===== config.mk =====
export PLATFORM = sky130hd
export DESIGN_NAME = slope_peak_detector_core
export DESIGN_NICKNAME = d
export VERILOG_FILES = /design/src/rtl/spd_pkg.sv /design/src/rtl/spd_window.sv /design/src/rtl/slope_peak_detector_core.sv
export SDC_FILE = /design/constraint.sdc
export NUM_CORES = 1
export LEC_CHECK = 0
export BUFFER_PORTS_ARGS = -buffer_cell sky130_fd_sc_hd__buf_4
export CORE_ASPECT_RATIO = 1.4
export CORE_MARGIN = 2
export CORE_UTILIZATION = 53
export DETAILED_ROUTE_END_ITERATION = 16
export PLACE_DENSITY_LB_ADDON = 0.15
export SLEW_MARGIN = 20
export SYNTH_ARGS = -nofsm -noshare
export SYNTH_HDL_FRONTEND = slang
export SYNTH_HIERARCHICAL = 1
export SYNTH_SLANG_ARGS = --single-unit

===== constraint.sdc =====
create_clock -name clk -period 11.3 [get_ports clk]
set_clock_uncertainty 0.1 [all_clocks]
set_input_delay 0 -clock clk [delete_from_list [all_inputs] [get_ports clk]]
set_output_delay 0 -clock clk [all_outputs]
set_load 0.005 [all_outputs]

===== src/rtl/spd_pkg.sv =====
// -----------------------------------------------------------------------------
// spd_pkg
// Shared types and constants for the slope peak detector.
// -----------------------------------------------------------------------------
package spd_pkg;

  localparam int MAX_LENGTH      = 1024;
  localparam int MAX_HALF_WINDOW = 7;

  localparam int SAMPLE_W = 24;
  localparam int HW_W     = 3;
  localparam int POS_W    = $clog2(MAX_LENGTH);
  localparam int COUNT_W  = POS_W + 1;
  localparam int LEN_W    = 12;
  localparam int TAPS     = 2 * MAX_HALF_WINDOW;
  localparam int TAP_W    = $clog2(TAPS);

  localparam int IN_DATA_W  = 24;
  localparam int OUT_DATA_W = 64;

  localparam logic [COUNT_W-1:0] COUNT_MAX = COUNT_W'(2 * MAX_LENGTH - 1);

  // register indexes on the config port
  localparam logic [0:0] REG_HALF_WINDOW = 1'b0;
  localparam logic [HW_W-1:0] HALF_WINDOW_RST = HW_W'(1);

  typedef enum logic [1:0] {
    SLOPE_FLAT = 2'd0,
    SLOPE_FALL = 2'd1,
    SLOPE_RISE = 2'd2
  } slope_t;

  // slope judgement for the incoming word plus the two crest samples
  typedef struct packed {
    slope_t              slope;
    logic [SAMPLE_W-1:0] up_end_val;
    logic [SAMPLE_W-1:0] down_start_val;
  } win_t;

endpackage


===== src/rtl/spd_window.sv =====
// -----------------------------------------------------------------------------
// spd_window
// Sample delay line and slope sign of sample[i+h] against sample[i-h].
// -----------------------------------------------------------------------------
module spd_window (
  input  logic                             clk,
  input  logic                             rst_n,
  input  logic                             shift_en,
  input  logic                             clear,
  input  logic [spd_pkg::SAMPLE_W-1:0]     sample,
  input  logic [spd_pkg::HW_W-1:0]         half_window,
  output spd_pkg::win_t                    win
);

  logic [spd_pkg::SAMPLE_W-1:0] taps_r [spd_pkg::TAPS];
  logic [spd_pkg::SAMPLE_W-1:0] taps_nxt [spd_pkg::TAPS];
  logic [spd_pkg::SAMPLE_W-1:0] far_val;
  logic [spd_pkg::TAP_W-1:0]    far_idx;
  logic [spd_pkg::TAP_W-1:0]    mid_idx;
  logic [spd_pkg::TAP_W-1:0]    mid_m1_idx;

  // taps_r[k] holds the sample k+1 words back from the incoming one
  assign far_idx    = spd_pkg::TAP_W'({half_window, 1'b0} - 4'd1);
  assign mid_idx    = spd_pkg::TAP_W'(half_window);
  assign mid_m1_idx = spd_pkg::TAP_W'(half_window - 3'd1);

  always_comb begin
    far_val = (half_window == '0) ? sample : taps_r[far_idx];
    if (sample > far_val) begin
      win.slope = spd_pkg::SLOPE_RISE;
    end else if (sample < far_val) begin
      win.slope = spd_pkg::SLOPE_FALL;
    end else begin
      win.slope = spd_pkg::SLOPE_FLAT;
    end
    win.up_end_val     = taps_r[mid_idx];
    win.down_start_val = (half_window == '0) ? sample : taps_r[mid_m1_idx];
  end

  always_comb begin
    taps_nxt[0] = sample;
    for (int k = 1; k < spd_pkg::TAPS; k++) begin
      taps_nxt[k] = taps_r[k-1];
    end
  end

  always_ff @(posedge clk) begin
    if (!rst_n || (shift_en && clear)) begin
      for (int k = 0; k < spd_pkg::TAPS; k++) begin
        taps_r[k] <= '0;
      end
    end else if (shift_en) begin
      for (int k = 0; k < spd_pkg::TAPS; k++) begin
        taps_r[k] <= taps_nxt[k];
      end
    end
  end

endmodule


===== src/rtl/slope_peak_detector_core.sv =====
// -----------------------------------------------------------------------------
// slope_peak_detector_core
// Peak detector on the sign of a windowed slope over a sample stream.
// -----------------------------------------------------------------------------
// Usage:
//   in_*  : one sample word per handshake (tdata = 16.8 sample, tlast ends the
//           sequence and clears all sequence state after that word).
//   out_* : one peak word when a falling run ends; most input words give none.
//   cfg_* : APB register 0 = half_window (3 bits, reset 1); write while idle.
// Output: a peak word is registered and presented on out_* in the cycle after
//   the input word that ends the falling run.
// Throughput: one input word per cycle unless stalled; the whole judgement is
//   one compare and a few register updates done as the word is accepted.
// Stall: the result register holds until out_tready; in_tready stays high
//   while that register is empty or being drained in the same cycle.
// Reset: synchronous, active low; clears the delay line, the counters, the
//   crest records and the result valid flag, and sets half_window to 1.
// -----------------------------------------------------------------------------
module slope_peak_detector_core (
  input  logic                               clk,
  input  logic                               rst_n,
  // in_tdata: [23:0] sample
  input  logic                               in_tvalid,
  output logic                               in_tready,
  input  logic [spd_pkg::IN_DATA_W-1:0]      in_tdata,
  input  logic                               in_tlast,
  // out_tdata: [9:0] peak_position, [21:10] left_length, [33:22] right_length,
  //            [57:34] peak_value, [63:58] zero
  output logic                               out_tvalid,
  input  logic                               out_tready,
  output logic [spd_pkg::OUT_DATA_W-1:0]     out_tdata,
  input  logic                               cfg_psel,
  input  logic                               cfg_penable,
  input  logic                               cfg_pwrite,
  input  logic [2:0]                         cfg_paddr,
  input  logic [31:0]                        cfg_pwdata,
  output logic [31:0]                        cfg_prdata,
  output logic                               cfg_pready
);

  localparam int PW = spd_pkg::POS_W;
  localparam int LW = spd_pkg::LEN_W;
  localparam int SW = spd_pkg::SAMPLE_W;
  localparam int CW = spd_pkg::COUNT_W;

  logic [spd_pkg::HW_W-1:0] half_window_r;
  logic [spd_pkg::HW_W-1:0] h;
  logic                     cfg_wr;

  logic [CW-1:0]    count_r;
  spd_pkg::slope_t  prev_slope_r;
  logic [PW-1:0]    up_start_r;
  logic [PW-1:0]    up_end_r;
  logic [PW-1:0]    down_start_r;
  logic [SW-1:0]    up_end_val_r;
  logic [SW-1:0]    down_start_val_r;

  logic             out_valid_r;
  logic [PW-1:0]    peak_pos_r;
  logic [LW-1:0]    left_len_r;
  logic [LW-1:0]    right_len_r;
  logic [SW-1:0]    peak_val_r;

  logic             acc;
  logic             judge;
  logic             emit;
  logic [CW-1:0]    pos_full;
  logic [PW-1:0]    pos;
  logic [PW-1:0]    prev_pos;
  logic [PW-1:0]    peak_pos_nxt;
  logic [SW-1:0]    peak_val_nxt;
  logic [LW-1:0]    left_len_nxt;
  logic [LW-1:0]    right_len_nxt;
  spd_pkg::win_t    win;

  // ---- config port ----
  assign cfg_pready = 1'b1;
  assign cfg_wr     = cfg_psel && cfg_penable && cfg_pwrite && cfg_pready &&
                      (cfg_paddr[2] == spd_pkg::REG_HALF_WINDOW);

  always_comb begin
    cfg_prdata = '0;
    if (cfg_paddr[2] == spd_pkg::REG_HALF_WINDOW) begin
      cfg_prdata = 32'(half_window_r);
    end
  end

  always_ff @(posedge clk) begin
    if (!rst_n) begin
      half_window_r <= spd_pkg::HALF_WINDOW_RST;
    end else if (cfg_wr) begin
      half_window_r <= cfg_pwdata[spd_pkg::HW_W-1:0];
    end
  end

  assign h = (half_window_r > spd_pkg::HW_W'(spd_pkg::MAX_HALF_WINDOW)) ?
             spd_pkg::HW_W'(spd_pkg::MAX_HALF_WINDOW) : half_window_r;

  // ---- slope judgement ----
  assign in_tready = !out_valid_r || out_tready;
  assign acc       = in_tvalid && in_tready;

  spd_window u_window (
    .clk         (clk),
    .rst_n       (rst_n),
    .shift_en    (acc),
    .clear       (in_tlast),
    .sample      (in_tdata[SW-1:0]),
    .half_window (h),
    .win         (win)
  );

  assign judge    = count_r >= CW'({h, 1'b0});
  assign pos_full = count_r - CW'(h);
  assign pos      = pos_full[PW-1:0];
  assign prev_pos = pos - PW'(1);
  assign emit     = judge && (prev_slope_r == spd_pkg::SLOPE_FALL) &&
                    (win.slope != spd_pkg::SLOPE_FALL);

  always_comb begin
    // tie goes to the uphill end
    if (up_end_val_r < down_start_val_r) begin
      peak_pos_nxt = down_start_r;
      peak_val_nxt = down_start_val_r;
    end else begin
      peak_pos_nxt = up_end_r;
      peak_val_nxt = up_end_val_r;
    end
    left_len_nxt  = LW'(up_end_r) - LW'(up_start_r) + LW'(1);
    right_len_nxt = LW'(prev_pos) - LW'(down_start_r) + LW'(1);
  end

  // ---- sequence state ----
  always_ff @(posedge clk) begin
    if (!rst_n || (acc && in_tlast)) begin
      count_r          <= '0;
      prev_slope_r     <= spd_pkg::SLOPE_FLAT;
      up_start_r       <= '0;
      up_end_r         <= '0;
      down_start_r     <= '0;
      up_end_val_r     <= '0;
      down_start_val_r <= '0;
    end else if (acc) begin
      if (count_r < spd_pkg::COUNT_MAX) begin
        count_r <= count_r + CW'(1);
      end
      if (judge) begin
        prev_slope_r <= win.slope;
        if (prev_slope_r == spd_pkg::SLOPE_FLAT && win.slope == spd_pkg::SLOPE_RISE) begin
          up_start_r <= pos;
        end else if (prev_slope_r == spd_pkg::SLOPE_RISE &&
                     win.slope == spd_pkg::SLOPE_FALL) begin
          up_end_r         <= prev_pos;
          down_start_r     <= pos;
          up_end_val_r     <= win.up_end_val;
          down_start_val_r <= win.down_start_val;
        end
      end
    end
  end

  // ---- result register ----
  always_ff @(posedge clk) begin
    if (!rst_n) begin
      out_valid_r <= 1'b0;
    end else if (acc && emit) begin
      out_valid_r <= 1'b1;
    end else if (out_tready) begin
      out_valid_r <= 1'b0;
    end
  end

  always_ff @(posedge clk) begin
    if (acc && emit) begin
      peak_pos_r  <= peak_pos_nxt;
      left_len_r  <= left_len_nxt;
      right_len_r <= right_len_nxt;
      peak_val_r  <= peak_val_nxt;
    end
  end

  assign out_tvalid = out_valid_r;
  assign out_tdata  = {6'b0, peak_val_r, right_len_r, left_len_r, peak_pos_r};

endmodule


* Word level (Yosys, flattened, before mapping) *
Memories as Yosys holds them, arrays and structs flattened. A register that Yosys moved wholly into a read port is not among the register bits.
Cells that the tools add are included.

storage, ports and cells
  register bits after elaboration = 105
  memory bits (writable) = 336
  input port bits = 67
  logic and storage cells = 97
  memories = 1

cells by class
  add/sub/neg operators = 9
  order comparisons = 6
  eq/ne operators = 5
  multiplexer cells = 28
  bitwise operators = 16
  reductions and logical operators = 21

memories
  name             depth  bits a word  read ports  clocked after Yosys merged registers in  wr ports  RTL line          RTL
  u_window.taps_r  14     24           16          2                                        14        spd_window.sv:15  logic [spd_pkg::SAMPLE_W-1:0] taps_r [spd_pkg::TAPS];

operators by type and width
  cell                     count
  $mux W24                 16
  $lt A24 B24 Y1           2
  $add A11 B2 Y12 const B  2
  $gt A24 B24 Y1           1
  $sub A10 B10 Y11         2
  $or A1 B1 Y1             14
  $add A11 B1 Y11 const B  1
  $ge A11 B4 Y1            1
  $lt A11 B11 Y1 const B   1
  $logic_and A1 B1 Y1      10
  $mux W10                 1
  $sub A10 B1 Y10 const B  1
  $sub A10 B3 Y10          1
  $mux W1                  8
  $mux W3                  2
  $eq A2 B1 Y1 const B     2
  $eq A2 B2 Y1 const B     2
  $reduce_and A2 Y1        2
  $reduce_and A4 Y1        1
  $sub A3 B1 Y4 const B    1
  $sub A4 B1 Y4 const B    1
  $gt A3 B3 Y1 const B     1
  $logic_not A3 Y1         1
  $reduce_and A3 Y1        1
  7 further kinds          10

* Logic depth before layout (Yosys ltp) *
An unclocked memory read counts as a cell.

  depth in word-level cells = 12
  gate-level depth with buffers = 27
  mapped depth without buffers = 19

* By module *
Netlist, hierarchy kept.

by module, submodules not included
  module                    instances  cells each  area each (um2)
  spd_window                1          1330        18604.1
  slope_peak_detector_core  1          891         8424.3

* Least setup slack after synthesis *
Ideal clock, no wire load.

  path kind = register -> register
  start point = reg half_window_r[1] (netlist bit)
  end point = reg left_len_r[0], enable pin
  library setup time = 641 ps
  arrival time = 10036 ps
  data required time = 10559 ps
  setup slack = 523 ps
  stages on the path, launching flop included = 22
  period minus slack after synthesis = 10777 ps
  cells stage by stage = dfxtp_1 > clkbuf_1 > buf_6 > buf_2 > buf_1 > inv_1 > ha_1 > buf_4 > buf_4 > clkbuf_1 > nor2_1 > a211oi_1 > a21oi_1 > a21o_1 > ha_1 > nand4_1 > nor3_1 > a221oi_1 > o211a_1 > a21boi_0 > nor2b_1 > nor4b_1

RTL lines
  item                    RTL line                         RTL
  from (decl)             slope_peak_detector_core.sv:46   logic [spd_pkg::HW_W-1:0] half_window_r;
  from (signal assigned)  slope_peak_detector_core.sv:90   half_window_r <= spd_pkg::HALF_WINDOW_RST;
  from (signal assigned)  slope_peak_detector_core.sv:92   half_window_r <= cfg_pwdata[spd_pkg::HW_W-1:0];
  to (signal assigned)    slope_peak_detector_core.sv:176  left_len_r <= left_len_nxt;
  to (decl)               slope_peak_detector_core.sv:60   logic [LW-1:0] left_len_r;

==> results_dict.tcl <==
set metrics [dict create \
    swShare 0.238 \
    clkPwrFrac 0.412 \
    final_area_mm2 0.0300 \
    yosys.area.top_type_share 0.438 \
    wl_per_cell_um 21.8 \
    ctsRootBufferMaster "clkbuf_16" \
    drtPass1Iterations 5 \
    intPower_uw 3260 \
    h-tree-depth 2 \
    placed_cells 2846 \
    holdWs_ns 0.160 \
    ir_worst_vdd_mv 0.0961 \
    slew_headroom 0.330 \
    ys_types 88 \
    grt_max_degree 156 \
    finalHoldViolCount 0 \
    place_area_mm2 0.0279 \
    cts_tree "yes" \
    gp_congestion 0.885 \
    async_flop_share 0 \
    critical_path_required_ns 11.74 \
    nets 2440 \
    die_h_um 271 \
    grt.total_usage 0.244 \
    rows 97 \
    ant_nets 0 \
    fin_cells 2976 \
    critPathMaxFanout 55 \
    layout_min_cycle_time_ns 7.10 \
    crit_type "reg2reg" \
    multi_input_area_mm2 0.0122 \
    syn_inst 2221 \
    syn_avg_cell_area_um2 12.2 \
    power.leakage_uw 0.0118 \
    cp-start-kind "register" \
    synth_edf_count 394 \
    portBuffers 98 \
    antenna_found_initial 0 \
    ys_ff_latch 489 \
    power_frac_seq 0.486 \
    combPwrFrac 0.102 \
    ctsLongestPathBuffers 3 \
    antenna_cells 0 \
    area_growth_pct 11.1 \
    status "completed" \
    switching_power_uw 1020 \
    hold_path.class "in2out" \
    synthFlopType "edfxtp_1" \
    drc 0 \
    avgViaCountPerCell 5.94 \
    drive_gt1_frac 0.173 \
    initial_utilization 0.538 \
    clk_latency_ns 0.60 \
    wl_mm 64.8 \
    cts.sinks 489 \
    synth_common_cells "edfxtp_1, and2_1, nand2_1, a21oi_1, dfxtp_1" \
    vias 17666 \
    worst_pin_slew_ns 1.00 \
    ioPinCount 166 \
    p_per_area_mw_per_mm2 142 \
    drt_iter0_markers 1151 \
    cp-end-kind "register" \
    grt_pass1_vias 17476 \
    grt_overflow_total 0 \
    drv_cap 0 \
    fp.dieW_um 195 \
    nFillCells 4008 \
    synth.area.top_cells "edfxtp_1, and2_1, mux4_2" \
    setup_viol 0 \
    regArea_mm2 0.0137 \
    arrival_ns 7.54 \
    dp_hpwl_mm 40.8 \
    coreArea_mm2 0.0502 \
    numCtsBuffers 49 \
    fmaxAchievable_ghz 0.141 \
    die-area_mm2 0.0528 \
    fin_ws_ns 4.20 \
    post-route-period-util 0.628 \
    fin_tns_setup_ns 0 \
    dp_slack_ns 4.33 \
    grt_pass1_wl_mm 100 \
    synth.cell_area_mm2 0.0270 \
    clk_pin_slew_worst_paths_ns 0.06 \
    synth-seq-area-share 0.508 \
    synth_top_cell_by_area "edfxtp_1" \
    synth.most_common_cell "edfxtp_1" \
    ys.warnings.count 6 \
    rsz0062_at_grt "false" \
    finalMaxSlewViolations 0 \
]
[registers in the layout, indices dropped and copies added (netlist names)]
| name | count |
|---|---|
| out_tvalid | 1 |
| half_window_r | 3 |
| up_end_r | 10 |
| up_start_r | 10 |
| down_start_val_r | 24 |
| left_len_r | 12 |
| peak_val_r | 24 |
| right_len_r | 12 |
| peak_pos_r | 10 |
| count_r | 11 |
| down_start_r | 10 |
| up_end_val_r | 24 |
| prev_slope_r | 2 |
| u_window/taps_r | 336 |
[layer usage]
| metal | GRT usage | share of wire |
|---|---|---|
| met2 | 0.424 | 0.50 |
| met3 | 0.0316 | 0.046 |
| met4 | 0.0938 | 0.038 |
| met5 | 0 | 0 |
| met1 | 0.312 | 0.41 |
[path summary, 6_finish.rpt]
check	from	to	slack, ns	cells after the start
max	half_window_r[0]	out_tvalid	4.20	20
min	cfg_paddr[2]	cfg_prdata[2]	0.16	3
max reg2reg	half_window_r[0]	out_tvalid	4.20	20
min reg2reg	down_start_val_r[4]	down_start_val_r[4]	0.37	2
[cells by family (layout without fill, tap and decap cells)]
family / count (synthesis) / in the layout / synth area share
other cells: 2 / 36 / 0.000278
mux: 261 / 261 / 0.157
simple gates: 771 / 771 / 0.153
buf+inv: 241 / 319 / 0.0497
flops: 489 / 489 / 0.508
compound gates: 321 / 321 / 0.0754
fa+ha+maj: 80 / 80 / 0.0376
xor+xnor: 56 / 56 / 0.0195
[metrics by stage]
stage / power, uW / util
after floorplan: 2440 / -
after global placement: 2520 / 0.555
after detailed placement: 2540 / 0.555
after CTS: 4310 / 0.598
after global routing: 4420 / 0.598
final: 4280 / 0.598
[critical path, stage by stage (launching register included)]
cell and delay [ns]:
dfxtp_4 0.40, inv_2 0.64, ha_1 0.26, buf_4 0.44, xor2_4 0.16, buf_4 0.66
mux4_2 0.35, nand2_1 0.05, a21oi_1 0.21, a21oi_1 0.09, ha_1 0.32, nand4_1 0.18
nor3_1 0.45, o311ai_0 0.35, a21boi_0 0.58, nor2b_1 0.15, nor4b_2 0.31, buf_4 0.43
inv_1 0.11, a21boi_0 0.18, dlygate4sd3_1 0.56
[power by group through the flow]
stage	Combinational (uW)	Sequential (uW)	Clock, uW
finish	435	2080	1760
detailed placement	423	2110	0
global route	474	2090	1860
floorplan	324	2110	0
CTS	435	2080	1800
global placement	414	2110	0
[placed cells by master (no fill, tap or decap), types with 24 or more instances in the layout]
master	n
edfxtp_1	394
and2_1	341
nand2_1	203
a21oi_1	130
buf_4	121
dfxtp_1	92
nor2_1	86
mux4_2	85
mux2_2	84
ha_1	77
inv_1	65
mux2i_1	64
clkbuf_16	56
o21ai_0	52
dlygate4sd3_1	39
conb_1	36
xnor2_1	32
mux4_1	28
nand3_1	24
a211oi_1	24
[area by class of cell]
type,count,share of cell area
sequential,489,0.458
multi-input combinational,1525,0.405
clock buffer,75,0.0517
timing repair buffer,162,0.0446
tap,643,0.0268
inverter,66,0.00825
clock inverter,16,0.00642
[what timing repair did]
item | CTS | global route
setup endpoints to repair | 0 | 0
buffers inserted | 0 | 0
resized for setup | 0 | 0
hold buffers | 39 | 0
hold endpoints to repair | 65 | 0
(Power assumes the default switching activity.)
